### src/hw/rtl/orpr_pkg.sv
`timescale 1ns / 1ps
// Package for the OTDR peak reflectance unit: widths, fixed-point constants,
// datapath operation codes, controller states and command/status structs.
// No dependencies.
package orpr_pkg;

	localparam int SAMPLE_W   = 16;
	localparam int POS_W      = 16;
	localparam int REFL_W     = 16;
	localparam int CFG_DATA_W = 32;
	localparam int CFG_IDX_W  = 2;

	// series length of e^-z and number of log2 fraction bits
	localparam int SERIES_TERMS = 20;
	localparam int LOG_BITS     = 24;

	localparam logic [63:0] Q60_ONE           = 64'h1000_0000_0000_0000;
	localparam logic [63:0] LN2_Q60           = 64'd2977044472 << 28;
	localparam logic [63:0] LOG2TEN_FIFTH_Q32 = 64'd2853514506;
	localparam logic [63:0] TEN_LOG10_TWO_Q28 = 64'd808071242;
	localparam logic [47:0] H_LIMIT_Q16       = 48'd2621440;

	typedef enum logic [CFG_IDX_W-1:0] {
		CFG_SLOPE,
		CFG_INTERCEPT,
		CFG_RAYLEIGH,
		CFG_SCALE
	} cfg_idx_t;

	// right shift applied to the 128 bit product
	typedef enum logic [1:0] {
		SH_0,
		SH_36,
		SH_48,
		SH_60
	} mul_sh_t;

	typedef enum logic [4:0] {
		OP_NONE,
		OP_DIFF,
		OP_HDIV,
		OP_HSET,
		OP_UMUL,
		OP_USET,
		OP_ZMUL,
		OP_ZSET,
		OP_TMUL,
		OP_TDIV,
		OP_TSET,
		OP_XSET,
		OP_NORM,
		OP_SQMUL,
		OP_SQSET,
		OP_NLMUL,
		OP_CSET,
		OP_CZERO,
		OP_OUT,
		OP_OUTZ
	} dp_op_t;

	typedef enum logic [4:0] {
		ST_IDLE,
		ST_DIFF,
		ST_CHK,
		ST_HDIV,
		ST_HCHK,
		ST_UMUL,
		ST_ZGO,
		ST_ZMUL,
		ST_TGO,
		ST_TMUL,
		ST_TDIV,
		ST_XSET,
		ST_NORM,
		ST_SQGO,
		ST_SQ,
		ST_NLGO,
		ST_NL,
		ST_OUT,
		ST_OUTZ
	} ctrl_state_t;

	typedef struct packed {
		dp_op_t op;
		logic   ready;
	} dp_cmd_t;

	typedef struct packed {
		logic mul_done;
		logic div_done;
		logic snap_seen;
		logic diff_le0;
		logic h_zero;
		logic h_big;
		logic y_low;
		logic t_last;
		logic sq_last;
		logic out_full;
	} dp_stat_t;

endpackage

### src/hw/rtl/orpr_ctrl.sv
`timescale 1ns / 1ps
// Controller state machine: sequences the datapath operations for one
// window's reflectance. Uses orpr_pkg.
module orpr_ctrl (
	input  logic               clk,
	input  logic               arst_n,
	input  logic               in_accept,
	input  logic               in_last,
	input  orpr_pkg::dp_stat_t stat,
	output orpr_pkg::dp_cmd_t  cmd
);

	orpr_pkg::ctrl_state_t state_q, state_d;

	always_ff @(posedge clk or negedge arst_n) begin
		if (!arst_n)
			state_q <= orpr_pkg::ST_IDLE;
		else
			state_q <= state_d;
	end

	// next state and command
	always_comb begin
		state_d   = state_q;
		cmd.op    = orpr_pkg::OP_NONE;
		cmd.ready = 1'b0;
		unique case (state_q)
			orpr_pkg::ST_IDLE: begin
				cmd.ready = 1'b1;
				if (in_accept && in_last)
					state_d = orpr_pkg::ST_DIFF;
			end
			orpr_pkg::ST_DIFF: begin
				cmd.op  = orpr_pkg::OP_DIFF;
				state_d = orpr_pkg::ST_CHK;
			end
			orpr_pkg::ST_CHK: begin
				if (!stat.snap_seen || stat.diff_le0) begin
					state_d = orpr_pkg::ST_OUTZ;
				end else begin
					cmd.op  = orpr_pkg::OP_HDIV;
					state_d = orpr_pkg::ST_HDIV;
				end
			end
			orpr_pkg::ST_HDIV: begin
				if (stat.div_done) begin
					cmd.op  = orpr_pkg::OP_HSET;
					state_d = orpr_pkg::ST_HCHK;
				end
			end
			orpr_pkg::ST_HCHK: begin
				if (stat.h_zero) begin
					state_d = orpr_pkg::ST_OUTZ;
				end else if (stat.h_big) begin
					cmd.op  = orpr_pkg::OP_CZERO;
					state_d = orpr_pkg::ST_OUT;
				end else begin
					cmd.op  = orpr_pkg::OP_UMUL;
					state_d = orpr_pkg::ST_UMUL;
				end
			end
			orpr_pkg::ST_UMUL: begin
				if (stat.mul_done) begin
					cmd.op  = orpr_pkg::OP_USET;
					state_d = orpr_pkg::ST_ZGO;
				end
			end
			orpr_pkg::ST_ZGO: begin
				cmd.op  = orpr_pkg::OP_ZMUL;
				state_d = orpr_pkg::ST_ZMUL;
			end
			orpr_pkg::ST_ZMUL: begin
				if (stat.mul_done) begin
					cmd.op  = orpr_pkg::OP_ZSET;
					state_d = orpr_pkg::ST_TGO;
				end
			end
			// series term: term*z, then divide by n
			orpr_pkg::ST_TGO: begin
				cmd.op  = orpr_pkg::OP_TMUL;
				state_d = orpr_pkg::ST_TMUL;
			end
			orpr_pkg::ST_TMUL: begin
				if (stat.mul_done) begin
					cmd.op  = orpr_pkg::OP_TDIV;
					state_d = orpr_pkg::ST_TDIV;
				end
			end
			orpr_pkg::ST_TDIV: begin
				if (stat.div_done) begin
					cmd.op  = orpr_pkg::OP_TSET;
					state_d = stat.t_last ? orpr_pkg::ST_XSET : orpr_pkg::ST_TGO;
				end
			end
			orpr_pkg::ST_XSET: begin
				cmd.op  = orpr_pkg::OP_XSET;
				state_d = orpr_pkg::ST_NORM;
			end
			orpr_pkg::ST_NORM: begin
				if (stat.y_low)
					cmd.op = orpr_pkg::OP_NORM;
				else
					state_d = orpr_pkg::ST_SQGO;
			end
			// log2 fraction by repeated squaring
			orpr_pkg::ST_SQGO: begin
				cmd.op  = orpr_pkg::OP_SQMUL;
				state_d = orpr_pkg::ST_SQ;
			end
			orpr_pkg::ST_SQ: begin
				if (stat.mul_done) begin
					cmd.op  = orpr_pkg::OP_SQSET;
					state_d = stat.sq_last ? orpr_pkg::ST_NLGO : orpr_pkg::ST_SQGO;
				end
			end
			orpr_pkg::ST_NLGO: begin
				cmd.op  = orpr_pkg::OP_NLMUL;
				state_d = orpr_pkg::ST_NL;
			end
			orpr_pkg::ST_NL: begin
				if (stat.mul_done) begin
					cmd.op  = orpr_pkg::OP_CSET;
					state_d = orpr_pkg::ST_OUT;
				end
			end
			orpr_pkg::ST_OUT: begin
				if (!stat.out_full) begin
					cmd.op  = orpr_pkg::OP_OUT;
					state_d = orpr_pkg::ST_IDLE;
				end
			end
			orpr_pkg::ST_OUTZ: begin
				if (!stat.out_full) begin
					cmd.op  = orpr_pkg::OP_OUTZ;
					state_d = orpr_pkg::ST_IDLE;
				end
			end
			default: state_d = orpr_pkg::ST_IDLE;
		endcase
	end

`ifndef SYNTHESIS
	a_out_free: assert property (@(posedge clk) disable iff (!arst_n)
		(cmd.op == orpr_pkg::OP_OUT || cmd.op == orpr_pkg::OP_OUTZ) |-> !stat.out_full)
		else $error("result loaded over a waiting result");

	a_mul_wait: assert property (@(posedge clk) disable iff (!arst_n)
		stat.mul_done |-> (state_q == orpr_pkg::ST_UMUL || state_q == orpr_pkg::ST_ZMUL ||
			state_q == orpr_pkg::ST_TMUL || state_q == orpr_pkg::ST_SQ ||
			state_q == orpr_pkg::ST_NL))
		else $error("multiplier finished outside a wait state");

	a_div_wait: assert property (@(posedge clk) disable iff (!arst_n)
		stat.div_done |-> (state_q == orpr_pkg::ST_HDIV || state_q == orpr_pkg::ST_TDIV))
		else $error("divider finished outside a wait state");

	a_last_starts: assert property (@(posedge clk) disable iff (!arst_n)
		(in_accept && in_last) |=> (state_q == orpr_pkg::ST_DIFF))
		else $error("last request did not start the computation");
`endif

endmodule

### config.mk
export PLATFORM = sky130hd
export DESIGN_NAME = orpr_ctrl
export DESIGN_NICKNAME = d
export VERILOG_FILES = /design/src/hw/rtl/orpr_pkg.sv /design/src/hw/rtl/orpr_ctrl.sv
export SDC_FILE = /design/constraint.sdc
export NUM_CORES = 1
export LEC_CHECK = 0
export BUFFER_PORTS_ARGS = -buffer_cell sky130_fd_sc_hd__buf_2
export CAP_MARGIN = 0
export CORE_ASPECT_RATIO = 0.5
export CORE_MARGIN = 3
export CORE_UTILIZATION = 30
export DETAILED_ROUTE_END_ITERATION = 8
export PLACE_DENSITY = 0.57
export SLEW_MARGIN = 20
export SYNTH_ARGS = -nofsm -noshare
export SYNTH_HDL_FRONTEND = slang
export SYNTH_SLANG_ARGS = --single-unit
### constraint.sdc
create_clock -name clk -period 5.7 [get_ports clk]
set_clock_uncertainty 0.15 [all_clocks]
set_input_delay 0.57 -clock clk [delete_from_list [all_inputs] [get_ports clk]]
set_output_delay 0.57 -clock clk [all_outputs]
set_load 0.005 [all_outputs]
==> impl_metrics.json, run 1 <==
{
  "status": "finished clean",
  "place_congestion": 0.792,
  "wire_per_inst_um": 13.7,
  "synth_async_sr_flop_share_pct": 100,
  "yosys.area.top_type_share_pct": 15.8,
  "mappedNetlistArea_um2": 791,
  "overflow": 0,
  "powerDensity_nw_per_um2": 561,
  "grt_max_degree": 27,
  "synth_mux_area_share_pct": 9.02,
  "synth_top_area_cell": "dfrtp_1",
  "relSlewSlack_pct": 45.0,
  "cap_viol_max_count": 0,
  "wirelength_mm": 2.03,
  "cp.arrival_ns": 2.22,
  "met2_usage_pct": 16.4,
  "post_cts_resize_count": 0,
  "setup_viol": 0,
  "ir_drop_v": 0.000141,
  "synth_seq_cells": 5,
  "regMostFlops": "state_q",
  "cts.sinks": 5,
  "hold_viol_final": 0,
  "yosys_warnings": 0,
  "die_y_um": 42.3,
  "avgSynthCellArea_um2": 7.83,
  "mostFrequentLayoutCells": "19 x buf_2, 11 x nor2_1, 10 x a21oi_1",
  "critPathKind": "flip-flop to output port",
  "min_period_over_period_pct": 51.5,
  "numCtsBuffers": 3,
  "worst_pin_slew_ns": 0.824,
  "rows": 12,
  "clkSlewWorstSetupHoldPaths_ns": 0.04,
  "initial_utilization_pct": 33.5,
  "n_antenna_cell": 0,
  "synth_top_family_by_area": "compound AO/OA/AOI/OAI gates",
  "layout.cells.non_filler": 148,
  "worstPathRequired_ns": 4.98,
  "die_area_um2": 3330,
  "fin_area_um2": 903,
  "firstDrtPassIters": 4,
  "viasPerCell": 5.24,
  "area_growth_pct": 14.2,
  "post_cts_buffers": 0,
  "crit_fanout": 26,
  "reg_top3": "state_q: 5 flops",
  "cts_buffer_depth": 2,
  "synth_cell_type_count": 40,
  "cts_tree": "done",
  "synth_compound_area_share_pct": 33.4,
  "dpl.hpwl_mm": 1.48,
  "postCtsHoldBufs": 0,
  "fp.coreArea_um2": 2360,
  "nFillCells": 262,
  "final_common_cell": "buf_2",
  "fin_tns_setup_ns": 0,
  "grt_usage_pct": 13.7,
  "antenna_left": 0,
  "ios": 20,
  "grt_pass1_vias": 665,
  "synthFlopType": "dfrtp_1",
  "drive_gt1_share_pct": 31.0,
  "htree_levels": 1,
  "largest_register_ffs": 5,
  "syn_nets": 115,
  "final_net_count": 128,
  "antenna_found_initial": 0,
  "synth_adder_area_share_pct": 0,
  "io_buffers": 19,
  "top_usage_layer": "met1",
  "hold_class": "primary input to async pin",
  "clkLatencyLatePin_ns": 0.22,
  "critPathCaptureType": "output port",
  "seqCellArea_um2": 125,
  "drc": 0,
  "rsz0062_at_grt": "no",
  "post-route-min-period_ns": 2.94,
  "synth_edf_count": 0,
  "placed_area_um2": 858,
  "leakagePower_uw": 0.000366,
  "dp_cells": 144,
  "drv_slew": 0,
  "grt_util_met1_pct": 22.0,
  "synthTopCellsByArea": "dfrtp_1 16%, a21oi_1 6.3%, or3_4 5.7%, nor2_1 5.2%, o21ai_0 4.4%",
  "synthCells": 101,
  "met3_usage_pct": 3.00,
  "root_buffer": "clkbuf_8",
  "synthXorXnorAreaFrac_pct": 2.22,
  "multi_input_area_um2": 581,
  "die_w_um": 78.6,
  "fmax_mhz": 341,
  "grt_pass1_wl_mm": 3.55,
  "dr.first_iter.drc_count": 77,
  "startpoint_type": "flip-flop",
  "vias": 775,
  "ys_seq_area_share_pct": 15.8,
  "synthSimpleGateAreaFrac_pct": 28.8
}
-- through the flow --
stage / total power, uW / setup slack, ns / util (%) / hold slack, ns
6_report: 507 / 2.76 / 38.3 / 0.00597
5_1_grt: 560 / 2.64 / 38.3 / 0.00713
4_1_cts: 508 / 2.76 / 38.3 / 0.00240
3_5_place_dp: 441 / 3.01 / 36.4 / 0.237
3_3_place_gp: 439 / 3.04 / 36.4 / 0.237
2_1_floorplan: 393 / 3.51 / - / 0.124
-- worst max-delay path, stage by stage, from the launching register on --
cell      delay, ns
dfrtp_1        0.67
or3_4          0.54
or3_4          0.41
inv_1          0.06
nand2_1        0.06
o311ai_0       0.08
buf_2          0.17
-- report_power, final --
part           internal, uW  leakage (uW)  total [uW]  switching (uW)
Sequential             51.1     0.0000643         136            85.3
Clock                  48.0     0.0000228        64.7            16.8
Combinational           160      0.000279         306             145
-- final timing paths --
path | startpoint | endpoint | slack, ns | depth (start not counted)
worst max-delay path | state_q[1] | cmd[1] | 2.76 | 6
worst min-delay path | arst_n | state_q[2] | 0.006 | 1
worst max register to register | state_q[1] | state_q[2] | 3.36 | 5
worst min register to register | state_q[3] | state_q[3] | 0.73 | 1
max in group asynchronous | arst_n | state_q[1] | 5.27 | 1
min in group clk | stat[0] | state_q[4] | 0.66 | 3
-- synth_stat cells, drive strengths merged (2+ instances only) --
master / number
o22ai: 2
or3: 4
xor2: 2
nor3b: 2
nand4: 2
nor2: 11
o311ai: 2
clkbuf: 3
mux2i: 3
nor3: 4
nand2: 7
dfrtp: 5
mux2: 3
buf: 8
o211ai: 2
a21oi: 10
nand2b: 2
a211oi: 3
inv: 3
nand3b: 2
o22a: 2
o21ai: 9
-- logic make-up after synthesis --
logic type | after synthesis
XOR/XNOR | 2
multiplexers | 6
buffers and inverters | 14
AO/OA/AOI/OAI | 37
flip-flops | 5
AND/OR/NAND/NOR | 37
-- layout make-up --
| class | count | area share, % |
|---|---|---|
| Clock buffer | 4 | 4.99 |
| Tap cell | 35 | 4.85 |
| Sequential cell | 5 | 13.9 |
| Multi-Input combinational cell | 82 | 64.3 |
| Inverter | 3 | 1.52 |
| Timing Repair Buffer | 19 | 10.5 |
-- metal layers --
metal	part of all wire [%]	routed length [um]
met2	40	820
met5	0	0
met3	4.6	94
met1	54	1100
met4	1.2	24
Power figures use the tool's default switching activity.
==> inputs of run 2 (changes only) <==
clock period = 3 ns   (was 5.7 ns; I/O delays follow)
==> run 2 against run 1 <==
  * Global-route usage down 0.46 points
  * Critical path type unchanged
  * Power up 94%
  * Sequential cell count unchanged
  * Sequential power up 51%
  * Critical endpoint is now cmd[2]
  * Utilization up 1.1 points
  * Worst setup slack worse by 2.3 ns
  * Cell count up 2.0%
  * Clock-buffer cell count unchanged
  * Sequential share of layout area down 0.37 points
  * Die area unchanged
  * Hold slack better by 0.27 ns
==> impl_metrics.json, run 2 (same netlist as run 1, synthesis figures left out) <==
{
  "multi_input_area_um2": 581,
  "critPathCaptureType": "output port",
  "setup_viol": 0,
  "clkLatencyLatePin_ns": 0.22,
  "fmax_mhz": 400,
  "die_y_um": 42.3,
  "rows": 12,
  "rsz0062_at_grt": "no",
  "timing.hold.ws_ns": 0.279,
  "relSlewSlack_pct": 52.5,
  "cp.arrival_ns": 2.05,
  "min_period_over_period_pct": 83.3,
  "crit_fanout": 9,
  "leakagePower_uw": 0.000381,
  "startpoint_type": "flip-flop",
  "worst_pin_slew_ns": 0.713,
  "worstPathRequired_ns": 2.55,
  "clkSlewWorstSetupHoldPaths_ns": 0.04,
  "viasPerCell": 5.21,
  "io_buffers": 19,
  "mostFrequentLayoutCells": "19 x buf_2, 11 x nor2_1, 10 x a21oi_1",
  "place_congestion": 0.785,
  "wire_per_inst_um": 13.2,
  "grt_pass1_wl_mm": 3.36,
  "wl_met1_um": 999,
  "antenna_found_initial": 0,
  "firstDrtPassIters": 4,
  "cts_tree": "done",
  "antenna_left": 0,
  "final_net_count": 131,
  "ios": 20,
  "area_growth_pct": 17.4,
  "numCtsBuffers": 3,
  "vias": 786,
  "hold_viol_final": 0,
  "n_antenna_cell": 0,
  "grt_pass1_vias": 674,
  "root_buffer": "clkbuf_8",
  "top_layer": "met4",
  "critPathKind": "flip-flop to output port",
  "cts.sinks": 5,
  "fin_tns_setup_ns": 0,
  "grt_max_degree": 21,
  "largest_register_ffs": 5,
  "dpl.hpwl_mm": 1.48,
  "wl_met2_um": 809,
  "hold_class": "primary input to async pin",
  "nFillCells": 252,
  "cap_viol_max_count": 0,
  "overflow": 0,
  "final_common_cell": "buf_2",
  "grt_usage_pct": 13.2,
  "htree_levels": 1,
  "post-route-min-period_ns": 2.50,
  "fp.coreArea_um2": 2360,
  "die_area_um2": 3330,
  "drive_gt1_share_pct": 31.9,
  "reg_top3": "state_q: 5 flops",
  "dr.first_iter.drc_count": 25,
  "wirelength_mm": 1.99,
  "ir_drop_v": 0.000320,
  "powerDensity_nw_per_um2": 1060,
  "initial_utilization_pct": 33.5,
  "seqCellArea_um2": 125,
  "drc": 0,
  "regMostFlops": "state_q",
  "post_cts_buffers": 0,
  "drv_slew": 0,
  "met3_length_um": 164,
  "cts_buffer_depth": 2,
  "status": "finished clean",
  "die_w_um": 78.6
}
-- run 2: changes by cell type in the layout (fill, tap and decap cells not counted) --
cell | before | now
buf_4 | 0 | 2
dlygate4sd3_1 | 0 | 1
-- run 2: worst max-delay path, stage by stage (launching register included) --
cell	delay, ns
dfrtp_1	0.57
inv_1	0.23
or3_4	0.41
o311ai_0	0.32
o22a_1	0.19
buf_2	0.10
-- run 2: repair_timing --
action	4_1_cts	5_1_grt
gates resized for setup	0	0
hold buffers	1	0
endpoints found under the hold margin	5	0
-- run 2: final timing paths --
check / startpoint / endpoint / slack [ns] / depth (start not counted)
min reg2reg: state_q[3] / state_q[4] / 0.54 / 2
min: arst_n / state_q[3] / 0.28 / 2
max: state_q[4] / cmd[2] / 0.50 / 5
max in group asynchronous: arst_n / state_q[0] / 2.30 / 2
min in group clk: stat[4] / state_q[2] / 0.36 / 3
max reg2reg: state_q[0] / state_q[2] / 0.84 / 5
-- run 2: power by group --
group / internal [uW] / leakage, uW / switching, uW
Sequential: 98.5 / 0.0000643 / 107
Combinational: 322 / 0.000294 / 328
Clock: 91.4 / 0.0000228 / 34.9
-- run 2: area by class of cell --
| cell class | instances | area share, % |
|---|---|---|
| inverters | 3 | 1.48 |
| clock buffers | 4 | 4.85 |
| repair buffers | 22 | 12.9 |
| multi-input cells | 82 | 62.5 |
| flip-flops and latches | 5 | 13.5 |
| well taps | 35 | 4.72 |
-- run 2: metrics by stage --
| stage | util (%) | setup slack, ns | power [uW] | instances | instance area (um^2) |
|---|---|---|---|---|---|
| finish | 39.4 | 0.502 | 981 | 151 | 928 |
| global route | 39.4 | 0.328 | 1080 | 151 | 928 |
| CTS | 39.4 | 0.515 | 980 | 151 | 928 |
| detailed placement | 37.0 | 0.764 | 849 | 146 | 873 |
| global placement | 37.0 | 0.727 | 858 | 146 | 873 |
| floorplan | - | 1.08 | 747 | 101 | 791 |
-- run 2: metal layers --
layer	vias to the layer above	GRT usage (%)
li1	407	-
met1	350	19.5
met2	24	16.5
met3	5	5.36
met4	0	4.88
met5	-	0
==> inputs of run 3 (changes only) <==
clock period = 2.6 ns   (was 3 ns; I/O delays follow)
==> run 3 against run 2 <==
  * Non-clock buffer count is 4 higher
  * First-iteration DRC count up 96%
  * Worst setup slack got worse by 0.36 ns
  * Critical path depth is 1 higher
  * Routed wire length up 4.2%
  * Largest cell class unchanged
==> impl_metrics.json, run 3 (same netlist as run 1, synthesis figures left out) <==
{
  "final_common_cell": "buf_2",
  "drive_gt1_share_pct": 34.2,
  "path_common_cell": "or3_4",
  "numCtsBuffers": 3,
  "die_area_um2": 3330,
  "cts.sinks": 5,
  "critPathCaptureType": "output port",
  "overflow": 0,
  "drc": 0,
  "hold_class": "primary input to async pin",
  "rsz0062_at_grt": "no",
  "wirelength_mm": 2.08,
  "critical-path-max-stage-delay_ns": 0.57,
  "grt_pass1_wl_mm": 3.65,
  "die_y_um": 42.3,
  "grt_usage_pct": 14.1,
  "vias": 796,
  "rrSetupSlack_ns": 0.44,
  "ios": 20,
  "startpoint": "state_q[0]",
  "grt_pass1_vias": 736,
  "largest_register_ffs": 5,
  "path_cells": "or3_4 > or3_4 > inv_1 > nand2_1 > o311ai_0 > buf_2",
  "firstDrtPassIters": 4,
  "relSlewSlack_pct": 63.0,
  "fin_tns_setup_ns": 0,
  "reg_top3": "state_q: 5 flops",
  "startpoint_type": "flip-flop",
  "hold_viol_final": 0,
  "io_buffers": 19,
  "ir_drop_v": 0.000433,
  "cap_viol_max_count": 0,
  "antenna_left": 0,
  "die_w_um": 78.6,
  "clkLatencyLatePin_ns": 0.22,
  "grt_max_degree": 17,
  "htree_levels": 1,
  "viasPerCell": 5.14,
  "powerDensity_nw_per_um2": 1230,
  "leakagePower_uw": 0.000401,
  "crit_fanout": 16,
  "min_period_over_period_pct": 94.5,
  "placed_area_um2": 903,
  "root_buffer": "clkbuf_8",
  "area_growth_pct": 21.2,
  "regMostFlops": "state_q",
  "n_antenna_cell": 0,
  "antenna_found_initial": 0,
  "fin_area_um2": 958,
  "worstPathRequired_ns": 2.19,
  "rows": 12,
  "post-route-min-period_ns": 2.46,
  "fp.coreArea_um2": 2360,
  "worst_pin_slew_ns": 0.555,
  "mostFrequentLayoutCells": "19 x buf_2, 11 x nor2_1, 10 x a21oi_1",
  "dpl.hpwl_mm": 1.63,
  "worstReg2RegStart": "state_q[0]",
  "critPathKind": "flip-flop to output port",
  "crit_slowest_cell": "dfrtp_1",
  "drv_slew": 0,
  "setup_viol": 0,
  "cp.arrival_ns": 2.05,
  "status": "finished clean",
  "critical-path-top-delay-family": "simple AND/OR/NAND/NOR gates",
  "place_congestion": 0.800,
  "dr.first_iter.drc_count": 49,
  "post_cts_resize_count": 0,
  "timing.critical_path.buf_inv": 2,
  "clkSlewWorstSetupHoldPaths_ns": 0.04,
  "cts_buffer_depth": 2,
  "fmax_mhz": 407,
  "final_net_count": 135,
  "wire_per_inst_um": 13.4,
  "cts_tree": "done",
  "initial_utilization_pct": 33.5,
  "nFillCells": 255
}
==> run 3: cell types whose count changed in the layout (fill, tap and decap cells not counted), sizes merged <==
cell / before / now
buf: 21 / 25
==> run 3: what timing repair did <==
| action | CTS | global route |
|---|---|---|
| setup endpoints to repair | 0 | 0 |
| hold endpoints to repair | 5 | 0 |
| buffers inserted | 0 | 0 |
| hold buffers | 1 | 0 |
==> run 3: layout make-up <==
cell class / count / area [um^2] / share of cell area, %
clock buffer: 4 / 45.0 / 4.70
multi-input combinational: 82 / 581 / 60.6
sequential: 5 / 125 / 13.1
timing repair buffer: 26 / 150 / 15.7
tap: 35 / 43.8 / 4.57
inverter: 3 / 13.8 / 1.44
==> run 3: routing by layer <==
| layer | part of all wire (%) | track usage, % | vias to the layer above |
|---|---|---|---|
| met2 | 42 | 18.9 | 29 |
| li1 | - | - | 411 |
| met3 | 6.3 | 4.51 | 0 |
| met5 | 0 | 0 | - |
| met4 | 0 | 3.48 | 0 |
| met1 | 52 | 21.0 | 356 |
==> run 3: worst register-to-register path: stages, from the launching register on <==
cell      delay, ns
dfrtp_1        0.68
inv_4          0.13
or3_4          0.41
a211oi_4       0.26
nor3_4         0.11
mux2_4         0.30
==> run 3: power breakdown <==
part / internal (uW) / total [uW] / switching (uW) / leakage (uW)
sequential: 114 / 202 / 87.6 / 0.0000643
clock: 105 / 146 / 40.6 / 0.0000228
combinational: 402 / 828 / 426 / 0.000314
==> run 3: final timing paths <==
path / cells past startpoint / end
worst min-delay path: 2 / state_q[2]
worst max-delay path: 6 / cmd[1]
min in group clk: 5 / state_q[0]
worst min register to register: 1 / state_q[3]
worst max register to register: 5 / state_q[2]
max in group asynchronous: 2 / state_q[3]
==> run 3: per-stage QoR <==
| step | worst slack (ns) | hold slack (ns) | utilization, % | std cells | power, uW |
|---|---|---|---|---|---|
| finish | 0.144 | 0.245 | 40.7 | 155 | 1180 |
| global route | 0.0396 | 0.264 | 40.7 | 155 | 1290 |
| CTS | 0.132 | 0.245 | 40.7 | 155 | 1180 |
| detailed placement | 0.381 | -0.0668 | 38.3 | 150 | 1020 |
| global placement | 0.437 | -0.0671 | 38.3 | 150 | 1020 |
| floorplan | 0.716 | -0.186 | - | 101 | 862 |
